==> config.mk <==
export PLATFORM = sky130hd
export DESIGN_NAME = prh_ram
export DESIGN_NICKNAME = d
export VERILOG_FILES = /design/src/hw/rtl/prh_ram.sv
export SDC_FILE = /design/constraint.sdc
export NUM_CORES = 1
export LEC_CHECK = 0
export ABC_AREA = 1
export BUFFER_PORTS_ARGS = -buffer_cell sky130_fd_sc_hd__buf_4
export CORE_UTILIZATION = 52
export CTS_BUF_LIST = sky130_fd_sc_hd__clkbuf_16
export CTS_CLUSTER_DIAMETER = 120
export CTS_CLUSTER_SIZE = 40
export DETAILED_ROUTE_END_ITERATION = 8
export PLACE_DENSITY = 0.65
export SYNTH_ARGS = -nofsm -noshare
export SYNTH_HDL_FRONTEND = slang
export SYNTH_SLANG_ARGS = --single-unit
==> constraint.sdc <==
create_clock -name clk -period 1.53 [get_ports clk]
set_input_delay 0.306 -clock clk [delete_from_list [all_inputs] [get_ports clk]]
set_output_delay 0.306 -clock clk [all_outputs]
set_load 0.01 [all_outputs]
==> src/hw/rtl/prh_ram.sv <==
// Generic single-write, single-read synchronous RAM with a registered read.
`default_nettype none

module prh_ram #(
	parameter int WIDTH = 8,
	parameter int DEPTH = 16
) (
	input  wire  logic                                    clk,
	input  wire  logic                                    we,
	input  wire  logic [(DEPTH > 1 ? $clog2(DEPTH) : 1)-1:0] waddr,
	input  wire  logic [WIDTH-1:0]                        wdata,
	input  wire  logic                                    re,
	input  wire  logic [(DEPTH > 1 ? $clog2(DEPTH) : 1)-1:0] raddr,
	output logic       [WIDTH-1:0]                        rdata
);

	logic [WIDTH-1:0] mem [DEPTH];

	always_ff @(posedge clk) begin
		if (we) begin
			mem[waddr] <= wdata;
		end
		if (re) begin
			rdata <= mem[raddr];
		end
	end

endmodule

`default_nettype wire

# == Word-level counts from Yosys, hierarchy flattened ==
# Memory sizes are Yosys's and may differ from the RTL's. A register that Yosys moved wholly into a read port is not among the register bits.
# Index checks and enable logic that the tools add are counted.
# word_totals
regBits,0
latchBits,0
ramBits,128
romBits,0
n_memories,1
# op_classes
n_addsub,0
mul,0
div,0
n_lt_le_gt_ge,0
eq_ne,0
shifts,0
muxes,2
bitwise,0
reduce_logical,0
# mem_list
memory,depth,word_bits,read_ports,rd_clocked_by_memory_dff,wr,line_no,rtl
mem,16,8,1,1,1,17,logic [WIDTH-1:0] mem [DEPTH];
# op_table
op,n
1-bit two-way mux,2

# == Depth between registers and ports, before layout ==
# Gate-level depths: netlist (run 1).
# logic_depth
depth_word,2
depth_mapped,8
mapped_depth_nobuf,7

# == Least setup slack after synthesis (run 1) ==
# No wires, ideal clock.
# synth_path
path_type,input to register
start,in waddr[2] in the netlist's numbering
end,"mem mem[10][0], enable pin"
setup_time_ns,0.370
arrival_time_ns,0.887
t_required_ns,1.160
setup_slack_ns,0.273
cell_stages,2
path_cell_list,nand3b_1 nor2_1
# synth_lines
element,line_no,rtl
from (decl),10,"input wire logic [(DEPTH > 1 ? $clog2(DEPTH) : 1)-1:0] waddr,"
to (decl),17,
# Straight into the memory's write port.

# == Worst setup path in the final report (run 1) ==
# layout_path
start,"reg rdata[2], read port of mem"
end,out rdata[2]
# layout_lines
element,line_no,rtl
from (decl),14,output logic [WIDTH-1:0] rdata
# No word-level cell between the ends.

==> results.json, run 1 <==
{
  "finalClockSkew_ns": 0.00606,
  "syn-cell-area_um2": 5850,
  "cts_max_level": 4,
  "via_count": 3820,
  "hold_path.class": "input pin to flip-flop",
  "async_reset_ff_frac": 0,
  "grt_pass1_wl_um": 19900,
  "synth_fp_nets": 570,
  "p_total_w": 0.00853,
  "post-route-period-util": 0.878,
  "max_cap_violations": 0,
  "synth.most_common_cell": "nand2_1",
  "finalMaxSlewViolations": 0,
  "diodes": 0,
  "cts-buffers-inserted": 17,
  "ys_seq_area_frac": 0.698,
  "critPathTopFamily": "flip-flops",
  "grt_pass1_vias": 3642,
  "rows": 38,
  "synth_common_cells": "173 x nand2_1, 136 x edfxtp_1, 100 x inv_1",
  "setup_viol": 0,
  "finalWorstSetupSlack_ns": 0.187,
  "synth_edf_count": 136,
  "dieArea_um2": 11700,
  "post_cts_buffers": 0,
  "die_w_um": 108,
  "synth.avg_cell_area_um2": 10.6,
  "synth_largest_area_cell": "edfxtp_1",
  "io_buffers": 26,
  "drt_iter0_drc": 330,
  "worstSetupEndpointType": "output port",
  "fin_nets": 617,
  "crit_chain": "buf_4",
  "cp-start-kind": "flip-flop",
  "worst_slew_pin_slew_ns": 0.582,
  "post_cts_resized": 0,
  "synth_cells": 551,
  "grt_overflow": 0,
  "die_h_um": 108,
  "required_ns": 1.22,
  "status": "completed",
  "max_freq_ghz": 0.745,
  "clock-sinks": 136,
  "cp_slowest_stage_delay_ns": 0.45,
  "synth_seq_cells": 136,
  "hpwlAfterDp_um": 8000,
  "grt_use_total": 0.242,
  "yosysWarnings": 0,
  "hold_violations": 0,
  "place.gp.congestion": 0.897,
  "tritoncts": "built",
  "vdd_drop_max_uv": 702,
  "dp_cells": 719,
  "cp_max_fo": 1,
  "synth_top_cell_area_share": 0.698,
  "arrival_ns": 1.04,
  "vias_per_cell": 5.09,
  "ant_nets": 0,
  "rsz0062_at_grt": "false",
  "p_per_area_nw_per_um2": 1250,
  "final_cells": 751,
  "wl_per_cell_um": 17.2,
  "layout-drive-gt1-share": 0.131,
  "cts_hold_buffers": 0,
  "grt_antenna_before_repair": 0,
  "ctsRootBufferMaster": "clkbuf_16",
  "clkLatencyLatePin_ns": 0.41,
  "clkTransAtPathRegs_ns": 0.06,
  "drt-pass1-iter-count": 5,
  "synth_area_leaders": "edfxtp_1 70%, nand2_1 11%, nand3_1 8.3%",
  "p_leak_nw": 2.98,
  "period_needed_ns": 1.34,
  "finalSetupTns_ns": 0,
  "drc": 0,
  "area_growth_pct": 16.6,
  "yosys.cell_types.count": 11,
  "core_um2": 10900,
  "cts_max_path_buffers": 2,
  "dp_slack_ns": -0.0262,
  "wirelength_um": 12900,
  "worst_path_max_delay_cell": "edfxtp_1",
  "ys.flop_type": "edfxtp_1",
  "critical_path_buf_inv_count": 1,
  "grt_max_degree": 50,
  "maxSlewHeadroom": 0.611,
  "initial_core_util": 0.537,
  "critPathKind": "flip-flop to output port",
  "io_pins": 27
}
[metrics by stage]
step / utilization / instance area, um^2 / hold WS (ns)
3_5_place_dp: 0.576 / 6270 / 0.639
6_report: 0.626 / 6820 / 0.228
5_1_grt: 0.626 / 6820 / 0.218
2_1_floorplan: - / 5850 / 0.405
3_3_place_gp: 0.576 / 6270 / 0.638
4_1_cts: 0.626 / 6820 / 0.216
[cell usage in the layout (no fill, tap or decap)]
master | netlist | routed
clkinvlp_4 | 0 | 2
nand2_1 | 173 | 173
clkbuf_16 | 0 | 17
bufinv_16 | 0 | 2
nand3b_1 | 2 | 2
nand3_1 | 97 | 97
inv_2 | 2 | 2
buf_12 | 0 | 2
clkinv_2 | 0 | 5
edfxtp_1 | 136 | 136
inv_1 | 100 | 105
nor2_1 | 17 | 17
clkinv_1 | 0 | 1
buf_4 | 4 | 50
[area by class of cell]
class	instances	area (um^2)
Tap cell	140	175
Inverter	102	383
Clock buffer	17	425
Timing Repair Buffer	52	415
Clock inverter	15	123
Sequential cell	136	4080
Fill cell	839	4070
Multi-Input combinational cell	289	1210
[state kept, by name, summed over array words and instances (netlist names)]
name,count
mem,128
rdata,8
[routing by layer]
| metal | GRT usage | wire, um | up-vias |
|---|---|---|---|
| met4 | 0.109 | 294 | 0 |
| met2 | 0.374 | 6100 | 140 |
| met3 | 0.0422 | 769 | 16 |
| met1 | 0.337 | 5770 | 1789 |
| li1 | - | - | 1875 |
| met5 | 0 | 0 | - |
[path summary, 6_finish.rpt]
path                                      startpoint            endpoint  slack, ns  depth (start not counted)
worst max register to register   mem[1][1]$_DFFE_PP_  rdata[1]$_DFFE_PP_       0.37                          6
worst min-delay path                              re  rdata[7]$_DFFE_PP_       0.23                          1
worst min register to register  mem[10][0]$_DFFE_PP_  rdata[0]$_DFFE_PP_       0.75                          6
worst max-delay path              rdata[2]$_DFFE_PP_            rdata[2]       0.19                          1
[logic make-up (layout without fill, tap and decap cells)]
| group | Yosys count | after routing | share of synthesized area |
|---|---|---|---|
| buf+inv | 126 | 186 | 0.0939 |
| flops | 136 | 136 | 0.698 |
| simple gates | 289 | 289 | 0.208 |
[power by group]
group	leakage, nW	internal (W)	switching, W
logic	1.46	0.000179	0.000363
registers	1.24	0.00420	0.0000264
clock network	0.286	0.00234	0.00143
total	2.98	0.00672	0.00182
Power figures use the tool's default switching activity.
==> run 2: changes to the inputs <==
- CTS_BUF_LIST: sky130_fd_sc_hd__clkbuf_16 -> unset
- TNS_END_PERCENT: unset -> 30
==> results.json, run 2 (synthesis gave the netlist of run 1 again) <==
{
  "status": "completed",
  "critical_path_buf_inv_count": 1,
  "ctsRootBufferMaster": "clkbuf_8",
  "post-route-period-util": 0.945,
  "arrival_ns": 1.14,
  "tritoncts": "built",
  "layout-drive-gt1-share": 0.131,
  "wirelength_um": 12900,
  "netSwitchingFraction": 0.212,
  "core_um2": 10900,
  "cts-buffers-inserted": 17,
  "critPathTopFamily": "flip-flops",
  "pwr-share-comb": 0.064,
  "whs_ns": 0.125,
  "wl_per_cell_um": 17.1,
  "grt_max_degree": 50,
  "grt_overflow": 0,
  "setup_viol": 0,
  "dieArea_um2": 11700,
  "io_pins": 27,
  "place.gp.congestion": 0.897,
  "max_freq_ghz": 0.692,
  "ant_nets": 0,
  "hpwlAfterDp_um": 8000,
  "post_cts_buffers": 0,
  "finalSetupTns_ns": 0,
  "fill_cells": 841,
  "grt_use_total": 0.242,
  "finalMaxSlewViolations": 0,
  "drt-pass1-iter-count": 5,
  "p_seq_frac": 0.499,
  "multi_input_area_um2": 1210,
  "p_leak_nw": 2.96,
  "clkLatencyLatePin_ns": 0.51,
  "cp-start-kind": "flip-flop",
  "cp_slowest_stage_delay_ns": 0.45,
  "cts_max_path_buffers": 2,
  "grt_pass1_wl_um": 19900,
  "crit_chain": "buf_4",
  "grt_pass1_vias": 3642,
  "via_count": 3843,
  "seq_area_um2": 4080,
  "max_cap_violations": 0,
  "layout_commonest_cell": "nand2_1",
  "drc": 0,
  "diodes": 0,
  "critPathKind": "flip-flop to output port",
  "worst_path_max_delay_cell": "edfxtp_1",
  "hold_path.class": "input pin to flip-flop",
  "die_w_um": 108,
  "finalClockSkew_ns": 0.00462,
  "clkTransAtPathRegs_ns": 0.06,
  "largest_reg_flops": 128,
  "initial_core_util": 0.537,
  "die_h_um": 108,
  "period_needed_ns": 1.45,
  "final_cell_mix": "173 x nand2_1, 136 x edfxtp_1, 100 x inv_1, 97 x nand3_1, 50 x buf_4",
  "intPower_w": 0.00667,
  "vdd_drop_max_uv": 717,
  "p_switching_w": 0.00180,
  "clock-sinks": 136,
  "hold_violations": 0,
  "clkPwrFrac": 0.437,
  "fin_nets": 617,
  "top_regs": "mem x128, rdata x8",
  "area_growth_pct": 16.4,
  "largest_register": "mem",
  "cp_max_fo": 1,
  "cts_max_level": 4,
  "maxSlewHeadroom": 0.609,
  "place_area_um2": 6270,
  "postLayoutCellArea_um2": 6810,
  "grt_antenna_before_repair": 0,
  "cts_hold_buffers": 0,
  "rows": 38,
  "worst_slew_pin_slew_ns": 0.585,
  "worstSetupEndpointType": "output port",
  "p_per_area_nw_per_um2": 1240,
  "io_buffers": 26,
  "post_cts_resized": 0,
  "rsz0062_at_grt": "false",
  "vias_per_cell": 5.12,
  "drt_iter0_drc": 325,
  "required_ns": 1.22
}
run 2: cell count changes in the layout (fill, tap and decap cells not counted), sizes merged:
| cell | previous run | this run |
|---|---|---|
| inv | 107 | 102 |
| clkbuf | 17 | 22 |
run 2: final cells by class:
type | instances | share of cell area
inverters | 102 | 0.0562
flip-flops and latches | 136 | 0.600
well taps | 140 | 0.0257
multi-input cells | 289 | 0.178
repair buffers | 52 | 0.0610
clock inverters | 10 | 0.0153
clock buffers | 22 | 0.0636
run 2: path summary, 6_finish.rpt:
check	from	end	slack [ns]	cells after the start
worst min register to register	mem[10][0]$_DFFE_PP_	rdata[0]$_DFFE_PP_	0.75	6
worst max register to register	mem[1][1]$_DFFE_PP_	rdata[1]$_DFFE_PP_	0.37	6
worst max-delay path	rdata[2]$_DFFE_PP_	rdata[2]	0.08	1
worst min-delay path	re	rdata[7]$_DFFE_PP_	0.12	1
run 2: power by group through the flow:
stage	sequential [W]	clock, W	combinational, W
after detailed placement	0.00430	0	0.000542
after global routing	0.00423	0.00390	0.000601
final	0.00423	0.00371	0.000541
after floorplan	0.00430	0	0.000294
after global placement	0.00430	0	0.000534
after CTS	0.00423	0.00375	0.000546
run 2: per-layer routing:
layer / vias up / share of wire / GRT usage
met2: 137 / 0.47 / 0.374
met3: 21 / 0.074 / 0.0422
li1: 1879 / - / -
met4: 0 / 0.026 / 0.109
met1: 1806 / 0.43 / 0.337
met5: - / 0 / 0
run 2: through the flow:
stage | power, W | utilization | setup slack, ns | instances
after floorplan | 0.00460 | - | 0.273 | 551
after global placement | 0.00483 | 0.576 | -0.00193 | 719
after detailed placement | 0.00484 | 0.576 | -0.0262 | 719
after CTS | 0.00852 | 0.625 | 0.0646 | 751
after global routing | 0.00873 | 0.625 | 0.0676 | 751
final | 0.00847 | 0.625 | 0.0844 | 751
