`src/hw/rtl/prh_pkg.sv`:
```
// Shared types and codes for the packet retransmit history block.
`default_nettype none

package prh_pkg;

	// Request kinds.
	localparam logic KIND_STORE = 1'b0;
	localparam logic KIND_FETCH = 1'b1;

	// Fetch status codes.
	localparam logic [1:0] STATUS_FOUND    = 2'd0;
	localparam logic [1:0] STATUS_MISS     = 2'd1;
	localparam logic [1:0] STATUS_TOO_LONG = 2'd2;

	localparam int SEQ_W     = 16;
	localparam int REQ_LEN_W = 11;
	localparam int DATA_W    = 64;

	// Fetch controller states.
	typedef enum logic [3:0] {
		F_IDLE   = 4'b0001,
		F_META   = 4'b0010,
		F_STATUS = 4'b0100,
		F_STREAM = 4'b1000
	} fetch_state_t;

	// Fetch request handed from the input pipeline to the fetch controller.
	typedef struct packed {
		logic                 start;
		logic [SEQ_W-1:0]     seq;
		logic [REQ_LEN_W-1:0] max_len;
	} fetch_req_t;

endpackage

`default_nettype wire

```
`src/hw/rtl/prh_fetch_ctl.sv`:
```
// Fetch controller: slot lookup, status results and packet word streaming.
`default_nettype none

module prh_fetch_ctl import prh_pkg::*; #(
	parameter int SLOT_W = 6,
	parameter int WORD_W = 6,
	parameter int LEN_W  = 10
) (
	input  wire  logic                       clk,
	input  wire  logic                       arst_n,
	input  wire  fetch_req_t                 req,
	input  wire  logic [SLOT_W-1:0]          slot,
	output logic                             busy,
	output logic                             meta_re,
	input  wire  logic                       meta_valid_bit,
	input  wire  logic [SEQ_W-1:0]           meta_tag,
	input  wire  logic [LEN_W-1:0]           meta_len,
	output logic                             data_re,
	output logic [SLOT_W+WORD_W-1:0]         data_raddr,
	input  wire  logic [DATA_W-1:0]          data_rdata,
	output logic                             out_valid,
	input  wire  logic                       out_ready,
	output logic [1:0]                       status,
	output logic [DATA_W-1:0]                out_word,
	output logic [3:0]                       byte_count,
	output logic [9:0]                       stored_len,
	output logic                             final_res
);

	localparam int CW = ((LEN_W > WORD_W + 3) ? LEN_W : WORD_W + 3) + 1;
	localparam int MW = (LEN_W > REQ_LEN_W) ? LEN_W : REQ_LEN_W;

	fetch_state_t          state_q;
	logic [SLOT_W-1:0]     slot_q;
	logic [SEQ_W-1:0]      seq_q;
	logic [REQ_LEN_W-1:0]  max_q;
	logic [LEN_W-1:0]      len_q;
	logic [1:0]            st_code_q;
	logic [9:0]            st_len_q;
	logic [WORD_W-1:0]     iss_idx_q;
	logic                  issuing_q;
	logic                  pend_q;
	logic [WORD_W-1:0]     pend_idx_q;

	logic                  out_valid_q;
	logic [1:0]            status_q;
	logic [DATA_W-1:0]     out_word_q;
	logic [3:0]            byte_count_q;
	logic [9:0]            stored_len_q;
	logic                  final_q;

	logic                  hit;
	logic                  too_long;
	logic                  out_free;
	logic                  out_load;
	logic                  st_load;
	logic                  issue;
	logic [CW-1:0]         iss_rem;
	logic                  iss_last;
	logic [CW-1:0]         pend_rem;
	logic                  pend_final;
	logic [3:0]            pend_cnt;
	logic [DATA_W-1:0]     pend_mask;

	assign busy    = (state_q != F_IDLE);
	assign meta_re = req.start;

	assign hit      = meta_valid_bit && (meta_tag == seq_q);
	assign too_long = MW'(meta_len) > MW'(max_q);

	assign out_free = !out_valid_q || out_ready;
	assign out_load = (state_q == F_STREAM) && pend_q && out_free;
	assign st_load  = (state_q == F_STATUS) && out_free;

	// Words stream one per cycle while the output is not stalled: the RAM read
	// register acts as a second buffer behind the output register.
	assign iss_rem  = CW'(len_q) - CW'({iss_idx_q, 3'b000});
	assign iss_last = (iss_rem <= CW'(8));
	assign issue    = (state_q == F_STREAM) && issuing_q && (!pend_q || out_load);

	assign data_re    = issue;
	assign data_raddr = {slot_q, iss_idx_q};

	assign pend_rem   = CW'(len_q) - CW'({pend_idx_q, 3'b000});
	assign pend_final = (pend_rem <= CW'(8));
	assign pend_cnt   = pend_final ? pend_rem[3:0] : 4'd8;
	assign pend_mask  = (pend_cnt == 4'd8) ? {DATA_W{1'b1}}
	                  : ((64'd1 << {pend_cnt, 3'b000}) - 64'd1);

	always_ff @(posedge clk or negedge arst_n) begin
		if (!arst_n) begin
			state_q   <= F_IDLE;
			issuing_q <= 1'b0;
			pend_q    <= 1'b0;
		end else begin
			unique case (state_q)
				F_IDLE: begin
					if (req.start) begin
						state_q <= F_META;
					end
				end
				F_META: begin
					if (!hit || too_long || (meta_len == '0)) begin
						state_q <= F_STATUS;
					end else begin
						state_q   <= F_STREAM;
						issuing_q <= 1'b1;
					end
				end
				F_STATUS: begin
					if (out_free) begin
						state_q <= F_IDLE;
					end
				end
				F_STREAM: begin
					if (issue && iss_last) begin
						issuing_q <= 1'b0;
					end
					if (issue) begin
						pend_q <= 1'b1;
					end else if (out_load) begin
						pend_q <= 1'b0;
					end
					if (out_load && pend_final) begin
						state_q <= F_IDLE;
					end
				end
				default: begin
					state_q <= F_IDLE;
				end
			endcase
		end
	end

	always_ff @(posedge clk) begin
		if (req.start) begin
			slot_q <= slot;
			seq_q  <= req.seq;
			max_q  <= req.max_len;
		end
		if (state_q == F_META) begin
			len_q     <= meta_len;
			iss_idx_q <= '0;
			if (!hit) begin
				st_code_q <= STATUS_MISS;
				st_len_q  <= '0;
			end else if (too_long) begin
				st_code_q <= STATUS_TOO_LONG;
				st_len_q  <= 10'(meta_len);
			end else begin
				st_code_q <= STATUS_FOUND;
				st_len_q  <= '0;
			end
		end
		if (issue) begin
			iss_idx_q  <= iss_idx_q + 1'b1;
			pend_idx_q <= iss_idx_q;
		end
	end

	// Output register.
	always_ff @(posedge clk or negedge arst_n) begin
		if (!arst_n) begin
			out_valid_q <= 1'b0;
		end else if (out_load || st_load) begin
			out_valid_q <= 1'b1;
		end else if (out_ready) begin
			out_valid_q <= 1'b0;
		end
	end

	always_ff @(posedge clk) begin
		if (out_load) begin
			status_q     <= STATUS_FOUND;
			out_word_q   <= data_rdata & pend_mask;
			byte_count_q <= pend_cnt;
			stored_len_q <= 10'(len_q);
			final_q      <= pend_final;
		end else if (st_load) begin
			status_q     <= st_code_q;
			out_word_q   <= '0;
			byte_count_q <= 4'd0;
			stored_len_q <= st_len_q;
			final_q      <= 1'b1;
		end
	end

	assign out_valid  = out_valid_q;
	assign status     = status_q;
	assign out_word   = out_word_q;
	assign byte_count = byte_count_q;
	assign stored_len = stored_len_q;
	assign final_res  = final_q;

`ifndef SYNTHESIS
	a_read_only_streaming: assert property (@(posedge clk) disable iff (!arst_n)
		data_re |-> (state_q == F_STREAM))
		else $error("packet word read outside streaming");

	a_no_pending_in_status: assert property (@(posedge clk) disable iff (!arst_n)
		(state_q == F_STATUS) |-> !pend_q)
		else $error("pending packet word during status result");

	a_count_range: assert property (@(posedge clk) disable iff (!arst_n)
		out_valid_q |-> (byte_count_q <= 4'd8))
		else $error("byte count above eight");
`endif

endmodule

`default_nettype wire

```
`config.mk`:
```
export PLATFORM = sky130hd
export DESIGN_NAME = prh_fetch_ctl
export DESIGN_NICKNAME = d
export VERILOG_FILES = /design/src/hw/rtl/prh_pkg.sv /design/src/hw/rtl/prh_fetch_ctl.sv
export SDC_FILE = /design/constraint.sdc
export NUM_CORES = 1
export LEC_CHECK = 0
export BUFFER_PORTS_ARGS = -buffer_cell sky130_fd_sc_hd__buf_4
export CAP_MARGIN = 20
export CORE_MARGIN = 2
export CORE_UTILIZATION = 35
export CTS_CLUSTER_SIZE = 40
export DETAILED_ROUTE_END_ITERATION = 16
export SETUP_SLACK_MARGIN = 0.3
export SLEW_MARGIN = 20
export SYNTH_ARGS = -nofsm -noshare
export SYNTH_HDL_FRONTEND = slang
export SYNTH_SLANG_ARGS = --single-unit
```
`constraint.sdc`:
```
create_clock -name clk -period 4.8 [get_ports clk]
set_clock_uncertainty 0.2 [all_clocks]
set_input_delay 0.96 -clock clk [delete_from_list [all_inputs] [get_ports clk]]
set_output_delay 0.96 -clock clk [all_outputs]
set_load 0.01 [all_outputs]
```
# Word level (Yosys, flattened, before mapping)
# Index checks and enable logic that the tools add are counted.
[classes]
addsub = 4
n_lt_le_gt_ge = 3
n_eq_ne = 12
shifts = 1
muxes = 25
bitwise_logic = 1
n_reduce_logical = 26
[ops]
columns = ["cell", "n"]
rows = [
  ["64-bit 2-to-1 mux", 3],
  ["64-bit AND", 1],
  ["1-bit by 7-bit left shift with 64-bit output, first input constant", 1],
  ["64-bit by 1-bit subtractor with 64-bit output, second input constant", 1],
  ["4-bit 2-to-1 mux", 7],
  ["11-bit by 4-bit <= comparator with 1-bit output, second input constant", 2],
  ["10-bit by 9-bit subtractor with 11-bit output", 2],
  ["10-bit 2-to-1 mux", 2],
  ["16-bit equality test", 1],
  ["4-bit one-hot mux with 4 select lines", 1],
  ["6-bit 2-to-1 mux", 2],
  ["10-bit by 11-bit > comparator with 1-bit output", 1],
  ["10-bit logical NOT", 1],
  ["2-bit nonzero test", 5],
  ["4-bit equality test, second input constant", 2],
  ["1-bit logical AND", 8],
  ["1-bit 2-to-1 mux", 8],
  ["6-bit by 1-bit adder with 6-bit output, second input constant", 1],
  ["2-bit != test, second input constant", 3],
  ["3-bit AND reduction", 2],
  ["1-bit logical OR", 5],
  ["4-bit by 1-bit equality test with 1-bit output, second input constant", 1],
  ["4-bit by 2-bit equality test with 1-bit output, second input constant", 1],
  ["4-bit by 3-bit equality test with 1-bit output, second input constant", 1],
  ["other kinds (6)", 10],
]
[totals]
register_bits = 155
input_bits = 128
output_inout_bits = 97
elab_cells = 89

# Depth between registers and ports, before layout
# Gate-level depths: netlist of the first run.
[logic_depth]
depth_word = 8
mapped_depth = 16
depth_no_buf = 15

# Least setup slack after synthesis of the first run
# OpenSTA, ideal clock, no wires.
[synth_path]
path_kind = "in2reg"
startpoint = "in out_ready"
endpoint = "reg byte_count_q[0], in the netlist byte_count[0], enable pin"
setup_ns = 0.793
t_arrival_ns = 2.942
setup_slack_ns = 0.865
cell_stages = 4
n_path_buf = 1
path_cell_list = "nand2b_1 -> nand3_1 -> clkbuf_1 -> nand2_1"
[synth_via]
elab_chain_len = 3
word_cells_on_any_way = 4
cone_classes = "reduce/logical (4)"
[synth_rtl]
columns = ["item", "line_no", "source"]
rows = [
  ["from (decl)", "prh_fetch_ctl.sv:22", "input wire logic out_ready,"],
  ["1-bit logical OR *", "prh_fetch_ctl.sv:71", "assign out_free = !out_valid_q || out_ready;"],
  ["1-bit logical AND (on tied branches)", "prh_fetch_ctl.sv:72, prh_fetch_ctl.sv:73", ""],
  ["2-bit nonzero test (no source line) *", "-", ""],
  ["to (signal assigned)", "prh_fetch_ctl.sv:176", "byte_count_q <= pend_cnt;"],
  ["to (decl)", "prh_fetch_ctl.sv:48", "logic [3:0] byte_count_q;"],
]
# Every way passes the cells marked *; elsewhere a longest branch is shown, timed or not.
# A chain may end at the register's enable or synchronous reset.

# Worst setup path in the final report of the first run
[layout_path]
startpoint = "reg len_q[5]"
endpoint = "reg out_word_q[45], in the netlist out_word[45] (data pin)"
[layout_via]
elab_chain_len = 8
word_cells_on_any_way = 9
cone_classes = "add/sub (2); order compare (1); eq/ne (1); shift (1); mux (3); bitwise (1)"
[layout_rtl]
columns = ["item", "line_no", "source"]
rows = [
  ["from (decl)", "prh_fetch_ctl.sv:37", "logic [LEN_W-1:0] len_q;"],
  ["from (signal assigned)", "prh_fetch_ctl.sv:142", "len_q <= meta_len;"],
  ["10-bit by 9-bit subtractor with 11-bit output *", "prh_fetch_ctl.sv:84", "assign pend_rem = CW'(len_q) - CW'({pend_idx_q, 3'b000});"],
  ["11-bit by 4-bit <= comparator with 1-bit output *", "prh_fetch_ctl.sv:85", "assign pend_final = (pend_rem <= CW'(8));"],
  ["4-bit 2-to-1 mux *", "prh_fetch_ctl.sv:86", "assign pend_cnt = pend_final ? pend_rem[3:0] : 4'd8;"],
  ["1-bit by 7-bit left shift with 64-bit output", "prh_fetch_ctl.sv:88", ": ((64'd1 << {pend_cnt, 3'b000}) - 64'd1);"],
  ["64-bit by 1-bit subtractor with 64-bit output", "prh_fetch_ctl.sv:88", ""],
  ["64-bit 2-to-1 mux *", "prh_fetch_ctl.sv:87", "assign pend_mask = (pend_cnt == 4'd8) ? {DATA_W{1'b1}}"],
  ["64-bit AND *", "prh_fetch_ctl.sv:175", "out_word_q <= data_rdata & pend_mask;"],
  ["64-bit 2-to-1 mux *", "prh_fetch_ctl.sv:173", "if (out_load) begin"],
  ["to (signal assigned)", "prh_fetch_ctl.sv:175", ""],
  ["to (decl)", "prh_fetch_ctl.sv:47", "logic [DATA_W-1:0] out_word_q;"],
]
# Marked as above.

==> results.toml, run 1 <==
[status]
status = "complete, no violations"

[die]
fp-row-count = 51
die_h_um = 144
io_pins = 225
start_util_pct = 35.4
fp.dieW_um = 144
core-area_um2 = 19300
dieArea_um2 = 20700

[yosys]
synth_top_family_by_area = "simple AND/OR/NAND/NOR gates"
synth_area_leader_cell = "edfxtp_1"
netlist_instances = 509
synthSimpleGateAreaFrac_pct = 13.8
yosys_warnings = 0
synth.top_cells.by_area = "edfxtp_1 64%, ha_1 4.4%, and3_1 4.2%"
synth.distinct_cells = 51
synth_edf_count = 146
synth_xor_area_share_pct = 3.20
synth_area_per_cell_um2 = 13.4
synth.area.mux_share_pct = 0.439
syn_nets = 663
synth_top_area_share_pct = 64.1
ys_ff_latch = 155
ys.flop_type = "edfxtp_1"
synth_area_um2 = 6840
synth.yosys.seq_area_share_pct = 67.3
synth_compound_area_share_pct = 6.79
ys_async_sr_fraction_pct = 4.52
synth_fa_ha_area_share_pct = 4.98

[clock_network]
h-tree-depth = 4
cts_buffers = 17
clock_sinks = 155
insertion_delay_ns = 0.42
clockRootBuffer = "clkbuf_16"
cts_buffer_depth = 2
cts.clk_slew.worst_paths_ns = 0.07
cts_tree = "yes"
post-cts-setup-buffers = 0

[cells_and_area]
final_cell_area_um2 = 9440
n_antenna_cell = 0
drive_above_1_share_pct = 35.7
fin_cells = 1015
nets = 891
area_growth_pct = 38.0

[grt]
grt_pass1_wl_um = 25400
grtUsageTotal_pct = 16.2
grt_pass1_vias = 4972
grt_max_degree = 80
gr-total-overflow = 0
antenna_found_initial = 0

[power_and_ir_drop]
switching_share_pct = 26.0
seqPwrFrac_pct = 46.8
p_leak_nw = 4.03
ir_drop_v = 0.000259
internal_power_mw = 2.70
powerDensity_nw_per_um2 = 387
p_switching_uw = 949
p_comb_share_pct = 15.7
p_clk_share_pct = 37.5

[worst_setup_path]
critPathTopFamily = "simple AND/OR/NAND/NOR gates"
crit_fanout = 12
arrival_ns = 4.21
critPathMaxStageDelay_ns = 0.50
path_class = "register to register"
path_buf_inv = 0
cpMostUsedCell = "nand2_1"
worstPathRequired_ns = 4.77
cpMaxStageDelayCell = "or4_4"
end_kind = "register"
cp-start-kind = "register"
path_cells = "ha_1, nor2b_1, o21a_1, or4_4, a2111oi_4, nand3_4, or4_1, ha_1, nand2_1, nand2_1, nand2_1, nand3_1, and3_1"

[timing]
hold_viol = 0
slew_violations = 0
setup_viol_count_final = 0
max_freq_mhz = 236
tns_ns = 0
post-route-period-util_pct = 88.4
period_needed_ns = 4.24
slew_headroom_pct = 42.1
whs_ns = 0.135
grt_setup_unrepaired = "false"
worst_pin_slew_ns = 0.867

[placed_design]
dp_cells = 982
dpl.hpwl_um = 12800
post_dp_cell_area_um2 = 8810
gp_congestion = 0.879
io_buffer_count = 224

[route]
drtPass1Iterations = 4
ant_nets = 0
viasPerCell = 4.81
routed_wl_um = 16800
wl_per_cell_um = 16.6
drt_iter0_drc = 283
drc = 0
vias = 4880

[min_path]
hold_class = "input pin to async pin"

[flow_run]
drv_cap = 0
-- layout by cell type (no fill, tap or decap), types with 3 or more instances in the layout --
| cell | instances |
|---|---|
| buf_4 | 225 |
| edfxtp_1 | 146 |
| and3_1 | 45 |
| inv_1 | 42 |
| nand2_1 | 38 |
| nor2_1 | 30 |
| ha_1 | 24 |
| xnor2_1 | 22 |
| clkbuf_16 | 17 |
| o21ai_0 | 15 |
| a21oi_1 | 13 |
| o211a_1 | 12 |
| nand3_1 | 10 |
| and2_1 | 9 |
| nand4_1 | 9 |
| nand2b_1 | 8 |
| dfrtp_1 | 6 |
| nor3_1 | 5 |
| nor2b_1 | 5 |
| inv_6 | 5 |
| nor4_1 | 4 |
| xor2_1 | 3 |
| or4_1 | 3 |
| a21o_1 | 3 |
| mux2i_1 | 3 |
| inv_8 | 3 |
| clkinvlp_4 | 3 |
-- power groups by stage --
stage | registers, mW | logic [mW] | clock network [mW]
after floorplan | 1.76 | 0.245 | 0
after global placement | 1.73 | 0.564 | 0
after detailed placement | 1.74 | 0.575 | 0
after CTS | 1.71 | 0.577 | 1.40
after global routing | 1.72 | 0.634 | 1.45
final | 1.71 | 0.573 | 1.37
-- final cells by class --
type,instances,area [um2]
Fill cell,1756,9900
Sequential cell,155,4600
Multi-Input combinational cell,294,2010
Timing Repair Buffer,227,1730
Clock buffer,17,425
Tap cell,265,332
Clock inverter,15,178
Inverter,42,158
-- sequential cells by signal (all words and copies together) (netlist names), 4 cells and up --
name and count:
byte_count 4, iss_idx_q 6, len_q 10, max_q 11, out_word 64, pend_idx_q 6
seq_q 16, slot_q 6, st_len_q 10, state_q 4, stored_len 10
-- timing repair --
item / 4_1_cts / 5_1_grt
setup endpoints to repair: 0 / 14
resized for setup: 0 / 1
hold buffers: 0 / 0
-- routing by layer --
metal	track usage [%]	share of wire, %	vias up
met1	19.4	41	2305
met5	0	0	-
li1	-	-	2330
met4	5.11	1.7	0
met3	5.56	9.4	19
met2	27.4	48	226
-- worst paths after layout --
path / from / to / depth (start not counted) / slack [ns]
worst max register to register: len_q[5] / out_word[45] / 13 / 0.56
worst min register to register: st_code_q[0] / status[0] / 2 / 0.30
worst min-delay path: arst_n / issuing_q / 1 / 0.14
min in group clk: st_code_q[0] / status[0] / 2 / 0.30
worst max-delay path: len_q[5] / out_word[45] / 13 / 0.56
max in group asynchronous: arst_n / state_q[0] / 1 / 4.05
-- synthesized netlist by cell type, drive strengths merged (3+ instances only) --
cell,n
edfxtp,146
nand3,11
nor2b,5
nand4,10
xnor2,22
mux2i,3
and2,9
buf,5
or4,4
nand2,39
nor4,4
a21oi,13
xor2,3
dfrtp,6
o211a,12
and3,46
nand2b,8
inv,42
nor3,5
clkbuf,13
nor2,30
a21o,3
o21ai,15
ha,24
-- worst register-to-register path: stages, from the launching register on --
cell and delay (ns):
edfxtp_1 0.42, ha_1 0.37, nor2b_1 0.15, o21a_1 0.19, or4_4 0.50, a2111oi_4 0.41
nand3_4 0.20, or4_1 0.46, ha_1 0.36, nand2_1 0.15, nand2_1 0.06, nand2_1 0.07
nand3_1 0.18, and3_1 0.27
-- cell families (layout without fill, tap and decap cells) --
logic type / after synthesis / after routing
compound gates: 63 / 63
xor+xnor: 25 / 25
fa+ha+maj: 26 / 26
buf+inv: 60 / 301
flops: 155 / 155
mux: 3 / 3
simple gates: 177 / 177
-- stage by stage --
stage / setup WS (ns) / power (mW) / util (%)
finish: 0.558 / 3.65 / 48.8
global route: 0.304 / 3.81 / 48.8
CTS: 0.547 / 3.69 / 48.7
floorplan: 0.865 / 2.00 / -
global placement: 0.670 / 2.30 / 45.5
detailed placement: 0.577 / 2.31 / 45.5
No activity file was read; power rests on OpenSTA's default activity.
==> run 2, diff against run 1 <==
Settings changed: CORE_UTILIZATION 35 to 50, PLACE_DENSITY from default to 0.79.
==> run 2 against run 1 <==
Compared with the run above: via count increased by 1.9%; clock-buffer cell count unchanged; utilization is 21 points higher; register-to-register slack gained 0.07 ns; wire length is 2.5% lower; sequential power hardly changed; setup slack improved by 0.071 ns; cell area down 1.5%; die area down 29%; non-clock buffer count did not move; sequential share of layout area grew 0.73 points; fmax up 1.7%.
==> results.toml, run 2 (same netlist as run 1, synthesis figures left out) <==
[status]
status = "complete, no violations"

[power_and_ir_drop]
switching_share_pct = 24.7
seqPwrFrac_pct = 47.2
p_leak_nw = 4.03
powerDensity_nw_per_um2 = 390
internal_power_mw = 2.73
total_power_mw = 3.62
p_comb_share_pct = 15.7
ir_drop_v = 0.000255
p_switching_uw = 896
p_clk_share_pct = 37.1

[worst_setup_path]
arrival_ns = 4.15
crit_fanout = 12
cp-start-kind = "register"
worstPathRequired_ns = 4.78
end_kind = "register"
path_class = "register to register"

[cells_and_area]
n_antenna_cell = 0
fillers = 914
fin_cells = 926
final_cell_area_um2 = 9300
mostFrequentLayoutCells = "227 x buf_4, 146 x edfxtp_1, 45 x and3_1"
post-route-util_pct = 69.9
nets = 891
ff_latch_area_um2 = 4600
largest_register_ffs = 64
area_growth_pct = 36.0
layout_commonest_cell = "buf_4"
multi_input_area_um2 = 2020
drive_above_1_share_pct = 35.7

[timing]
hold_viol = 0
period_needed_ns = 4.17
slew_violations = 0
setup_ws_ns = 0.629
worst_pin_slew_ns = 1.01
setup_viol_count_final = 0
whs_ns = 0.145
max_freq_mhz = 240
post-route-period-util_pct = 86.9
slew_headroom_pct = 32.9
grt_setup_unrepaired = "false"
tns_ns = 0

[route]
drtPass1Iterations = 5
ant_nets = 0
drt_iter0_drc = 443
viasPerCell = 5.37
vias = 4973
wl_per_cell_um = 17.7
routed_wl_um = 16400
drc = 0

[clock_network]
cts.clk_slew.worst_paths_ns = 0.06
insertion_delay_ns = 0.42
h-tree-depth = 4
clock_sinks = 155
cts_buffers = 17
post-cts-setup-buffers = 0
clockRootBuffer = "clkbuf_16"
cts_tree = "yes"
hold_buffers = 0
cts_buffer_depth = 2

[min_path]
hold_class = "input pin to async pin"

[flow_run]
drv_cap = 0

[die]
core-area_um2 = 13300
io_pins = 225
fp.dieW_um = 121
die_h_um = 121
dieArea_um2 = 14600
start_util_pct = 51.4
fp-row-count = 42

[placed_design]
dpl.hpwl_um = 12200
dp_cells = 894
place_worst_setup_slack_ns = 0.518
io_buffer_count = 224
gp_congestion = 0.877
post_dp_cell_area_um2 = 8690

[grt]
grtUsageTotal_pct = 22.1
gr-total-overflow = 0
antenna_found_initial = 0
grt_max_degree = 80
grt_pass1_wl_um = 24500
grt_pass1_vias = 4846
## run 2: routing by layer
metal / routed length (um) / part of all wire [%] / GRT usage, %
met1: 6480 / 40 / 27.0
met2: 8120 / 49 / 37.4
met3: 1370 / 8.4 / 6.06
met4: 431 / 2.6 / 8.43
met5: 0 / 0 / 0
## run 2: repair_timing
| item | in CTS | in global routing |
|---|---|---|
| endpoints found under the hold margin | 0 | 0 |
| endpoints found under the setup margin | 0 | 12 |
| resized for setup | 0 | 2 |
## run 2: final cells by class
cell class                 instances  share of cell area [%]
sequential                       155                    49.5
multi-input combinational        294                    21.7
timing repair buffer             227                    18.3
clock buffer                      17                    4.58
tap                              176                    2.37
clock inverter                    15                    1.86
inverter                          42                    1.70
## run 2: power groups by stage
stage / clock (mW) / combinational [mW] / sequential [mW]
detailed placement: 0 / 0.571 / 1.74
finish: 1.34 / 0.570 / 1.71
CTS: 1.36 / 0.573 / 1.71
global placement: 0 / 0.556 / 1.73
floorplan: 0 / 0.245 / 1.76
global route: 1.41 / 0.623 / 1.72
## run 2: path summary, 6_finish.rpt
kind / depth (start not counted) / slack [ns] / to / start
worst max-delay path: 13 / 0.63 / out_word[41] / len_q[5]
worst min-delay path: 1 / 0.14 / state_q[2] / arst_n
worst max register to register: 13 / 0.63 / out_word[41] / len_q[5]
worst min register to register: 2 / 0.29 / status[1] / st_code_q[1]
max in group asynchronous: 1 / 4.05 / state_q[0] / arst_n
min in group clk: 2 / 0.29 / status[1] / st_code_q[1]
## run 2: critical path, stage by stage (launching register included)
cell and delay, ns:
edfxtp_1 0.43, ha_1 0.37, nor2b_1 0.15, o21a_1 0.19, or4_4 0.50, a2111oi_4 0.41, nand3_4 0.21, or4_1 0.46
ha_2 0.29, nand2_1 0.11, nand2_1 0.05, nand2_1 0.07, nand3_1 0.20, and3_1 0.28
